`config.mk`:
```
export PLATFORM = sky130hd
export DESIGN_NAME = glyph_extent_scanner_core_flat
export DESIGN_NICKNAME = d
export VERILOG_FILES = /design/src/design/gesc_pkg.sv /design/src/design/gesc_if.sv /design/src/design/gesc_front.sv /design/src/design/gesc_band_fifo.sv /design/src/design/gesc_back.sv /design/src/design/glyph_extent_scanner_core.sv /design/src/flat_wrapper.sv
export SDC_FILE = /design/constraint.sdc
export NUM_CORES = 1
export LEC_CHECK = 0
export BUFFER_PORTS_ARGS = -buffer_cell sky130_fd_sc_hd__buf_2
export CORE_ASPECT_RATIO = 0.75
export CORE_MARGIN = 2
export CORE_UTILIZATION = 35
export DETAILED_ROUTE_END_ITERATION = 8
export PLACE_DENSITY = 0.54
export SLEW_MARGIN = 20
export SYNTH_ARGS = -nofsm -noshare
export SYNTH_HDL_FRONTEND = slang
export SYNTH_SLANG_ARGS = --single-unit
```
`constraint.sdc`:
```
create_clock -name i_clk -period 11.6 [get_ports i_clk]
set_clock_uncertainty 0.1 [all_clocks]
set_input_delay 2.32 -clock i_clk [delete_from_list [all_inputs] [get_ports i_clk]]
set_output_delay 2.32 -clock i_clk [all_outputs]
set_load 0.01 [all_outputs]
```
`src/design/gesc_pkg.sv`:
```
package gesc_pkg;

    localparam int GRID_SIZE     = 16;
    localparam int MAX_CELL_SIZE = 64;
    localparam int PIXEL_BITS    = 32;

    localparam int GRID_W  = $clog2(GRID_SIZE);
    localparam int CIDX_W  = $clog2(MAX_CELL_SIZE);
    localparam int EFF_W   = $clog2(MAX_CELL_SIZE + 1);
    localparam int PROD_W  = GRID_W + EFF_W;

    localparam int PIX_W   = 32;
    localparam int SIZE_W  = 7;
    localparam int CODE_W  = 8;
    localparam int COORD_W = 10;
    localparam int IDX_W   = 2;
    localparam int DATA_W  = 32;

    localparam int FIFO_DEPTH = 2;
    localparam int FPTR_W     = (FIFO_DEPTH > 1) ? $clog2(FIFO_DEPTH) : 1;
    localparam int FCNT_W     = $clog2(FIFO_DEPTH + 1);

    localparam logic [DATA_W-1:0] BG_RESET = '0;
    localparam logic [SIZE_W-1:0] CW_RESET = SIZE_W'(16);
    localparam logic [SIZE_W-1:0] CH_RESET = SIZE_W'(16);

    typedef enum logic [IDX_W-1:0] {
        REG_BACKGROUND  = 2'd0,
        REG_CELL_WIDTH  = 2'd1,
        REG_CELL_HEIGHT = 2'd2
    } t_reg_idx;

    typedef struct packed {
        logic [EFF_W-1:0] w;
        logic [EFF_W-1:0] h;
    } t_sizes;

    // one finished band of cell rows
    typedef struct packed {
        logic [GRID_SIZE-1:0]             seen;
        logic [GRID_SIZE-1:0][CIDX_W-1:0] left;
        logic [GRID_SIZE-1:0][CIDX_W-1:0] right;
        logic [GRID_W-1:0]                row;
    } t_band;

    typedef struct packed {
        logic [CODE_W-1:0]  char_code;
        logic [COORD_W-1:0] glyph_x;
        logic [COORD_W-1:0] glyph_y;
        logic [SIZE_W-1:0]  glyph_width;
        logic [SIZE_W-1:0]  glyph_height;
        logic               last;
    } t_glyph;

    // zero acts as one, oversize clamps
    function automatic logic [EFF_W-1:0] eff_size(input logic [SIZE_W-1:0] v);
        logic [EFF_W-1:0] r;
        if (v == '0) begin
            r = EFF_W'(1);
        end else if (int'(v) > MAX_CELL_SIZE) begin
            r = EFF_W'(MAX_CELL_SIZE);
        end else begin
            r = EFF_W'(v);
        end
        return r;
    endfunction

endpackage

```
`src/design/gesc_if.sv`:
```
interface gesc_cfg_if;
    logic                        valid;
    logic                        ready;
    logic [gesc_pkg::IDX_W-1:0]  index;
    logic [gesc_pkg::DATA_W-1:0] data;

    modport source (output valid, output index, output data, input ready);
    modport sink   (input valid, input index, input data, output ready);
endinterface

interface gesc_pix_if;
    logic                       valid;
    logic                       ready;
    logic [gesc_pkg::PIX_W-1:0] pixel;

    modport source (output valid, output pixel, input ready);
    modport sink   (input valid, input pixel, output ready);
endinterface

interface gesc_glyph_if;
    logic                         valid;
    logic                         ready;
    logic [gesc_pkg::CODE_W-1:0]  char_code;
    logic [gesc_pkg::COORD_W-1:0] glyph_x;
    logic [gesc_pkg::COORD_W-1:0] glyph_y;
    logic [gesc_pkg::SIZE_W-1:0]  glyph_width;
    logic [gesc_pkg::SIZE_W-1:0]  glyph_height;
    logic                         last;

    modport source (output valid, output char_code, output glyph_x, output glyph_y,
                     output glyph_width, output glyph_height, output last, input ready);
    modport sink   (input valid, input char_code, input glyph_x, input glyph_y,
                     input glyph_width, input glyph_height, input last, output ready);
endinterface

```
`src/design/gesc_front.sv`:
```
module gesc_front (
    input  logic                            i_clk,
    input  logic                            i_rst_n,
    input  gesc_pkg::t_sizes                i_size,
    input  logic [gesc_pkg::PIXEL_BITS-1:0] i_bg,
    gesc_pix_if.sink                        i_pix,
    output logic                            o_push,
    output gesc_pkg::t_band                 o_band,
    input  logic                            i_full
);
    import gesc_pkg::*;

    logic [CIDX_W-1:0] r_col, n_col;
    logic [GRID_W-1:0] r_cc, n_cc;
    logic [CIDX_W-1:0] r_row, n_row;
    logic [GRID_W-1:0] r_crow, n_crow;
    logic [GRID_SIZE-1:0]             r_seen, n_seen;
    logic [GRID_SIZE-1:0][CIDX_W-1:0] r_left, n_left;
    logic [GRID_SIZE-1:0][CIDX_W-1:0] r_right, n_right;

    logic [EFF_W-1:0] col_inc, row_inc;
    logic col_wrap, cc_wrap, row_wrap, crow_wrap, band_end;
    logic accept, hit;

    assign col_inc   = EFF_W'(r_col) + EFF_W'(1);
    assign row_inc   = EFF_W'(r_row) + EFF_W'(1);
    assign col_wrap  = col_inc >= i_size.w;
    assign row_wrap  = row_inc >= i_size.h;
    assign cc_wrap   = r_cc == GRID_W'(GRID_SIZE - 1);
    assign crow_wrap = r_crow == GRID_W'(GRID_SIZE - 1);
    assign band_end  = col_wrap && cc_wrap && row_wrap;

    assign i_pix.ready = !(band_end && i_full);
    assign accept      = i_pix.valid && i_pix.ready;
    assign hit         = (i_pix.pixel[PIXEL_BITS-1:0] != i_bg)
                         && (EFF_W'(r_col) < i_size.w);

    always_comb begin
        n_seen  = r_seen;
        n_left  = r_left;
        n_right = r_right;
        if (accept && hit) begin
            if (!r_seen[r_cc]) begin
                n_seen[r_cc]  = 1'b1;
                n_left[r_cc]  = r_col;
                n_right[r_cc] = r_col;
            end else begin
                if (r_col < r_left[r_cc]) begin
                    n_left[r_cc] = r_col;
                end
                if (r_col > r_right[r_cc]) begin
                    n_right[r_cc] = r_col;
                end
            end
        end
    end

    always_comb begin
        n_col  = r_col;
        n_cc   = r_cc;
        n_row  = r_row;
        n_crow = r_crow;
        if (accept) begin
            n_col = col_wrap ? '0 : CIDX_W'(col_inc);
            if (col_wrap) begin
                n_cc = cc_wrap ? '0 : r_cc + GRID_W'(1);
                if (cc_wrap) begin
                    n_row = row_wrap ? '0 : CIDX_W'(row_inc);
                    if (row_wrap) begin
                        n_crow = crow_wrap ? '0 : r_crow + GRID_W'(1);
                    end
                end
            end
        end
    end

    assign o_push      = accept && band_end;
    assign o_band.seen  = n_seen;
    assign o_band.left  = n_left;
    assign o_band.right = n_right;
    assign o_band.row   = r_crow;

    always_ff @(posedge i_clk) begin
        if (!i_rst_n) begin
            r_col  <= '0;
            r_cc   <= '0;
            r_row  <= '0;
            r_crow <= '0;
            r_seen <= '0;
        end else begin
            r_col  <= n_col;
            r_cc   <= n_cc;
            r_row  <= n_row;
            r_crow <= n_crow;
            if (accept) begin
                r_seen <= band_end ? '0 : n_seen;
            end
        end
    end

    always_ff @(posedge i_clk) begin
        r_left  <= n_left;
        r_right <= n_right;
    end

endmodule

```
`src/design/gesc_band_fifo.sv`:
```
module gesc_band_fifo (
    input  logic            i_clk,
    input  logic            i_rst_n,
    input  logic            i_push,
    input  gesc_pkg::t_band i_data,
    output logic            o_full,
    output logic            o_valid,
    output gesc_pkg::t_band o_data,
    input  logic            i_pop
);
    import gesc_pkg::*;

    t_band             r_mem [FIFO_DEPTH];
    logic [FPTR_W-1:0] r_wr, r_rd;
    logic [FCNT_W-1:0] r_cnt;
    logic              do_push, do_pop;

    assign o_full  = r_cnt == FCNT_W'(FIFO_DEPTH);
    assign o_valid = r_cnt != '0;
    assign o_data  = r_mem[r_rd];
    assign do_push = i_push && !o_full;
    assign do_pop  = i_pop && o_valid;

    always_ff @(posedge i_clk) begin
        if (!i_rst_n) begin
            r_wr  <= '0;
            r_rd  <= '0;
            r_cnt <= '0;
        end else begin
            if (do_push) begin
                r_wr <= (r_wr == FPTR_W'(FIFO_DEPTH - 1)) ? '0 : r_wr + FPTR_W'(1);
            end
            if (do_pop) begin
                r_rd <= (r_rd == FPTR_W'(FIFO_DEPTH - 1)) ? '0 : r_rd + FPTR_W'(1);
            end
            if (do_push && !do_pop) begin
                r_cnt <= r_cnt + FCNT_W'(1);
            end else if (do_pop && !do_push) begin
                r_cnt <= r_cnt - FCNT_W'(1);
            end
        end
    end

    always_ff @(posedge i_clk) begin
        if (do_push) begin
            r_mem[r_wr] <= i_data;
        end
    end

endmodule

```
`src/design/gesc_back.sv`:
```
module gesc_back (
    input  logic             i_clk,
    input  logic             i_rst_n,
    input  gesc_pkg::t_sizes i_size,
    input  logic             i_valid,
    input  gesc_pkg::t_band  i_band,
    output logic             o_pop,
    gesc_glyph_if.source     o_glyph
);
    import gesc_pkg::*;

    logic [GRID_W-1:0] r_c;
    logic              r_ov;
    t_glyph            r_out;
    t_glyph            rec;

    logic              load, is_last;
    logic [CIDX_W-1:0] left, right;
    logic [PROD_W-1:0] cell_x, fg_x, top_y;
    logic [EFF_W-1:0]  fg_w;

    assign load    = i_valid && (!r_ov || o_glyph.ready);
    assign is_last = r_c == GRID_W'(GRID_SIZE - 1);
    assign left    = i_band.left[r_c];
    assign right   = i_band.right[r_c];
    assign cell_x  = {{EFF_W{1'b0}}, r_c} * {{GRID_W{1'b0}}, i_size.w};
    assign fg_x    = cell_x + PROD_W'(left);
    assign fg_w    = EFF_W'(right) - EFF_W'(left) + EFF_W'(1);
    assign top_y   = {{EFF_W{1'b0}}, i_band.row} * {{GRID_W{1'b0}}, i_size.h};

    always_comb begin
        rec.char_code    = CODE_W'(int'(i_band.row) * GRID_SIZE + int'(r_c));
        rec.glyph_x      = i_band.seen[r_c] ? COORD_W'(fg_x) : COORD_W'(cell_x);
        rec.glyph_y      = COORD_W'(top_y);
        rec.glyph_width  = i_band.seen[r_c] ? SIZE_W'(fg_w) : SIZE_W'(i_size.w);
        rec.glyph_height = SIZE_W'(i_size.h);
        rec.last         = is_last;
    end

    assign o_pop = load && is_last;

    always_ff @(posedge i_clk) begin
        if (!i_rst_n) begin
            r_c  <= '0;
            r_ov <= 1'b0;
        end else begin
            if (load) begin
                r_c  <= is_last ? '0 : r_c + GRID_W'(1);
                r_ov <= 1'b1;
            end else if (o_glyph.ready) begin
                r_ov <= 1'b0;
            end
        end
    end

    always_ff @(posedge i_clk) begin
        if (load) begin
            r_out <= rec;
        end
    end

    assign o_glyph.valid        = r_ov;
    assign o_glyph.char_code    = r_out.char_code;
    assign o_glyph.glyph_x      = r_out.glyph_x;
    assign o_glyph.glyph_y      = r_out.glyph_y;
    assign o_glyph.glyph_width  = r_out.glyph_width;
    assign o_glyph.glyph_height = r_out.glyph_height;
    assign o_glyph.last         = r_out.last;

endmodule

```
`src/design/glyph_extent_scanner_core.sv`:
```
// Throughput: one pixel request per cycle unless stalled; one glyph record per cycle while the receiver is ready.
// The first record of a band passes through the band queue and the output register
// once the band's last pixel is accepted; the 16 records follow while the receiver is ready.
// A two-band queue sits between pixel scan and record output; pixel input
// stalls only on a band-ending pixel while both queue slots are occupied.
// Reset (synchronous, active low) clears counters, flags, queue and output
// valid, and sets background 0 and cell size 16 by 16.
module glyph_extent_scanner_core (
    input  logic         i_clk,
    input  logic         i_rst_n,
    gesc_cfg_if.sink     i_cfg,
    gesc_pix_if.sink     i_pix,
    gesc_glyph_if.source o_glyph
);
    import gesc_pkg::*;

    logic [DATA_W-1:0] r_bg;
    logic [SIZE_W-1:0] r_cw, r_ch;
    t_sizes            sizes;

    logic  push, full, band_valid, pop;
    t_band push_band, head_band;

    assign i_cfg.ready = 1'b1;

    always_ff @(posedge i_clk) begin
        if (!i_rst_n) begin
            r_bg <= BG_RESET;
            r_cw <= CW_RESET;
            r_ch <= CH_RESET;
        end else if (i_cfg.valid) begin
            case (i_cfg.index)
                REG_BACKGROUND:  r_bg <= i_cfg.data;
                REG_CELL_WIDTH:  r_cw <= i_cfg.data[SIZE_W-1:0];
                REG_CELL_HEIGHT: r_ch <= i_cfg.data[SIZE_W-1:0];
                default: ;
            endcase
        end
    end

    assign sizes.w = eff_size(r_cw);
    assign sizes.h = eff_size(r_ch);

    gesc_front u_front (
        .i_clk   (i_clk),
        .i_rst_n (i_rst_n),
        .i_size  (sizes),
        .i_bg    (r_bg[PIXEL_BITS-1:0]),
        .i_pix   (i_pix),
        .o_push  (push),
        .o_band  (push_band),
        .i_full  (full)
    );

    gesc_band_fifo u_fifo (
        .i_clk   (i_clk),
        .i_rst_n (i_rst_n),
        .i_push  (push),
        .i_data  (push_band),
        .o_full  (full),
        .o_valid (band_valid),
        .o_data  (head_band),
        .i_pop   (pop)
    );

    gesc_back u_back (
        .i_clk   (i_clk),
        .i_rst_n (i_rst_n),
        .i_size  (sizes),
        .i_valid (band_valid),
        .i_band  (head_band),
        .o_pop   (pop),
        .o_glyph (o_glyph)
    );

endmodule

```
`src/flat_wrapper.sv`:
```
// flat-port wrapper written by rule: the top's interface ports become plain ports
module glyph_extent_scanner_core_flat import gesc_pkg::*;
  (i_clk, i_rst_n, i_cfg_valid, i_cfg_index, i_cfg_data, i_cfg_ready, i_pix_valid, i_pix_pixel, i_pix_ready, o_glyph_valid, o_glyph_char_code, o_glyph_glyph_x, o_glyph_glyph_y, o_glyph_glyph_width, o_glyph_glyph_height, o_glyph_last, o_glyph_ready);
  gesc_cfg_if i_cfg_i ();
  gesc_pix_if i_pix_i ();
  gesc_glyph_if o_glyph_i ();
  input  logic i_clk;
  input  logic i_rst_n;
  input wire logic [$bits(i_cfg_i.valid)-1:0] i_cfg_valid;
  input wire logic [$bits(i_cfg_i.index)-1:0] i_cfg_index;
  input wire logic [$bits(i_cfg_i.data)-1:0] i_cfg_data;
  output wire logic [$bits(i_cfg_i.ready)-1:0] i_cfg_ready;
  input wire logic [$bits(i_pix_i.valid)-1:0] i_pix_valid;
  input wire logic [$bits(i_pix_i.pixel)-1:0] i_pix_pixel;
  output wire logic [$bits(i_pix_i.ready)-1:0] i_pix_ready;
  output wire logic [$bits(o_glyph_i.valid)-1:0] o_glyph_valid;
  output wire logic [$bits(o_glyph_i.char_code)-1:0] o_glyph_char_code;
  output wire logic [$bits(o_glyph_i.glyph_x)-1:0] o_glyph_glyph_x;
  output wire logic [$bits(o_glyph_i.glyph_y)-1:0] o_glyph_glyph_y;
  output wire logic [$bits(o_glyph_i.glyph_width)-1:0] o_glyph_glyph_width;
  output wire logic [$bits(o_glyph_i.glyph_height)-1:0] o_glyph_glyph_height;
  output wire logic [$bits(o_glyph_i.last)-1:0] o_glyph_last;
  input wire logic [$bits(o_glyph_i.ready)-1:0] o_glyph_ready;
  assign i_cfg_i.valid = i_cfg_valid;
  assign i_cfg_i.index = i_cfg_index;
  assign i_cfg_i.data = i_cfg_data;
  assign i_cfg_ready = i_cfg_i.ready;
  assign i_pix_i.valid = i_pix_valid;
  assign i_pix_i.pixel = i_pix_pixel;
  assign i_pix_ready = i_pix_i.ready;
  assign o_glyph_valid = o_glyph_i.valid;
  assign o_glyph_char_code = o_glyph_i.char_code;
  assign o_glyph_glyph_x = o_glyph_i.glyph_x;
  assign o_glyph_glyph_y = o_glyph_i.glyph_y;
  assign o_glyph_glyph_width = o_glyph_i.glyph_width;
  assign o_glyph_glyph_height = o_glyph_i.glyph_height;
  assign o_glyph_last = o_glyph_i.last;
  assign o_glyph_i.ready = o_glyph_ready;
  glyph_extent_scanner_core u_core (.i_clk(i_clk), .i_rst_n(i_rst_n), .i_cfg(i_cfg_i), .i_pix(i_pix_i), .o_glyph(o_glyph_i));
endmodule
```
==> impl_metrics.toml <==
[cts]
post_cts_buffers = 0
cts_buffers = 75
clk-insertion-delay-late_ns = 0.63
htree_levels = 3
clk_pin_slew_worst_paths_ns = 0.06
cts_tree = "done"
clock-root-buffer = "clkbuf_16"
hold_buffers = 0
cts_sinks = 751
post_cts_resized = 0
cts_buffer_depth = 3

[drt]
num_vias = 18100
via_per_inst = 5.20
post-route-drc-count = 0
drt-total-wl_um = 81100
drt_iter0_drc = 1680
wl_per_cell_um = 23.3
first_pass_iters = 5
final_antenna_net_count = 0

[logic_synthesis]
synthesis.area_sq_mm = 0.0325
yosys-top-cells-count = "edfxtp_1, dfxtp_1, mux4_2, mux2_2, nand2_1"
syn_nets = 2255
synth_edf_count = 467
synth_seq_cells = 751
yosysMostFrequentCell = "edfxtp_1"
syn_avg_cell_area_sq_um = 15.6
yosysTopAreaCell = "edfxtp_1"
synth_flop_cell = "edfxtp_1"
netlist.area_leader.share_pct = 43.1
ys_async_sr_fraction_pct = 0
synth_cells = 2079
yosysSeqAreaShare_pct = 60.6
ys_top_cells_by_area = "edfxtp_1, dfxtp_1, mux4_2"
ys_warn_count = 0
ys_types = 63

[placed_design]
detailed_place_hpwl_um = 53100
pre_cts_ws_ns = 5.48
placed_cells = 3337
gp_congestion = 0.791
portBuffers = 115

[power_and_ir_drop]
irDropWorstVdd_mv = 0.0860
power.leakage_uw = 0.0127
power.density_mw_per_mm2 = 147

[finish]
fillCellCount = 8400
areaGrowthSynthToFinish_pct = 13.6
finalNonFillerCells = 3475
nNetsFinal = 2365
drive_gt1_share_pct = 30.4

[floorplan]
die_h_um = 268
num_rows = 96
die-area_sq_mm = 0.0954
die_w_um = 356
initial_core_util_pct = 35.4
pin_count = 117
core_area_sq_mm = 0.0918

[grt]
grt_pass1_vias = 18600
grt_pass1_wl_um = 121000
busiest_layer = "met1"
grt_overflow = 0
gr-usage-met1_pct = 25.9
grt_use_met2_pct = 25.3
antenna_found_initial = 6
met3_usage_pct = 3.63
grt_max_degree = 138
track_usage_pct = 17.1

[setup_path]
cpPeakStageDelay_ns = 0.73
endpoint_kind = "output port"
rrSetupSlack_ns = 5.88
worst_ep_required_time_ns = 9.18
slowest_stage = "dfxtp_1"
cp_max_fo = 25
cp_num_buf_inv = 3
setup.worst_path.start_class = "flip-flop"
worstPathCellList = "buf_4 -> ha_1 -> nand3_1 -> xnor2_1 -> ha_1 -> a21o_1 -> a221o_1 -> a41oi_2 -> nor4_1 -> inv_1 -> buf_2"
worstPathArrival_ns = 4.37
cp-endpoint = "i_pix_ready"
crit_family = "buffers and inverters"
cp_num_cells = 11
worstSetupStartpoint = "u_core.u_front.r_col[1]"
r2r-end = "u_core.u_back.o_glyph.glyph_x[8]"
criticalPathCategory = "flip-flop to output port"
rr_worst_depth = 15
crit_top_cell = "ha_1"

[timing]
fin_ws_ns = 4.81
tns_ns = 0
rsz0062_at_grt = "false"
max_freq_mhz = 147
finalSetupViolCount = 0
hold_violations = 0
fin_crit_sh_pct = 58.5
slew_headroom_pct = 31.0
fin_crit_ns = 6.79
slew_violations = 0
tightest_slew_ns = 1.03

[worst_hold_path]
hp-class = "flip-flop to flip-flop"

[flow_run]
cap_violations = 0

[status]
status = "complete, no violations"
-- how the worst min path moves through the flow --
stage                                    from                            endpoint  slack [ns]  cells past startpoint
global route         u_core.u_front.r_seen[7]            u_core.u_front.r_seen[7]        0.39                      2
detailed placement   u_core.u_front.r_seen[7]            u_core.u_front.r_seen[7]        0.35                      2
CTS                  u_core.u_front.r_seen[7]            u_core.u_front.r_seen[7]        0.36                      2
global placement     u_core.u_front.r_seen[7]            u_core.u_front.r_seen[7]        0.35                      2
floorplan                u_core.u_back.r_c[2]  u_core.u_back.o_glyph.char_code[2]        0.31                      0
finish              u_core.u_front.r_seen[14]           u_core.u_front.r_seen[14]        0.37                      2
-- logic make-up (layout without fill, tap and decap cells) --
| group | Yosys count | after routing | share of synthesized area, % |
|---|---|---|---|
| AOI/OAI and AO/OA | 180 | 180 | 3.78 |
| xor gates and xnor gates | 73 | 73 | 1.97 |
| adders and majority gates | 105 | 105 | 4.55 |
| buffers and inverters | 191 | 361 | 2.32 |
| DFF | 751 | 751 | 60.6 |
| muxes | 420 | 420 | 21.1 |
| other | 1 | 2 | 0.0115 |
| and+or+nand+nor | 358 | 358 | 5.61 |
-- per-layer routing --
layer,vias up,wire [um],part of all wire [%]
met3,87,4450,5.5
met1,9469,39900,49
met4,0,1250,1.5
met2,415,35600,44
li1,8094,-,-
met5,-,0,0
-- power by group --
group | internal, uW | leakage (uW) | switching [uW]
clock network | 1420 | 0.00121 | 1020
logic | 56.0 | 0.00524 | 91.1
registers | 2820 | 0.00621 | 12.9
total | 4290 | 0.0127 | 1130
-- state kept, by name, summed over array words and instances, names as in the netlist, 8 cells and up, named ones only --
| register | cells |
|---|---|
| u_core.u_fifo.r_mem | 424 |
| u_core.u_front.r_seen | 16 |
| u_core.u_back.o_glyph.char_code | 8 |
| u_core.r_bg | 32 |
| u_core.u_back.o_glyph.glyph_y | 10 |
| u_core.u_back.o_glyph.glyph_x | 10 |
| u_core.u_front.r_left | 96 |
| u_core.u_front.r_right | 96 |
-- area by class of cell --
type                       count  area [sq um]  area share [%]
clock buffer                 104          2200            5.96
timing repair buffer         146           837            2.27
clock inverter                33           269           0.728
inverter                      78           293           0.793
antenna                        1          2.50         0.00678
tap                         1225          1530            4.15
multi-input combinational   1137         12100            32.7
sequential                   751         19700            53.4
-- cell usage in the layout (no fill, tap or decap), types with 34 or more instances in the layout --
cell type,netlist,layout
mux2_2,186,186
clkbuf_16,0,80
o21ai_0,34,34
buf_2,20,115
nand2_1,153,153
inv_1,78,77
dfxtp_1,284,278
edfxtp_1,467,467
mux4_2,193,193
ha_1,83,83
nor2_1,37,35
and2_1,34,34
xor2_1,45,45
a21boi_0,42,42
-- worst min-delay path, cell delays in order (launching register included) --
cell and delay, ns:
dfxtp_1 0.32, nand2_1 0.06, o31ai_1 0.05
-- through the flow --
stage | hold slack (ns) | utilization, % | cell area, sq um | total power, uW
floorplan | 0.306 | - | 32500 | 2980
global placement | 0.346 | 37.5 | 34500 | 3030
detailed placement | 0.353 | 37.5 | 34500 | 3040
CTS | 0.363 | 40.2 | 36900 | 5470
global route | 0.394 | 40.2 | 36900 | 5590
finish | 0.374 | 40.2 | 36900 | 5420
Power figures use the tool's default switching activity.
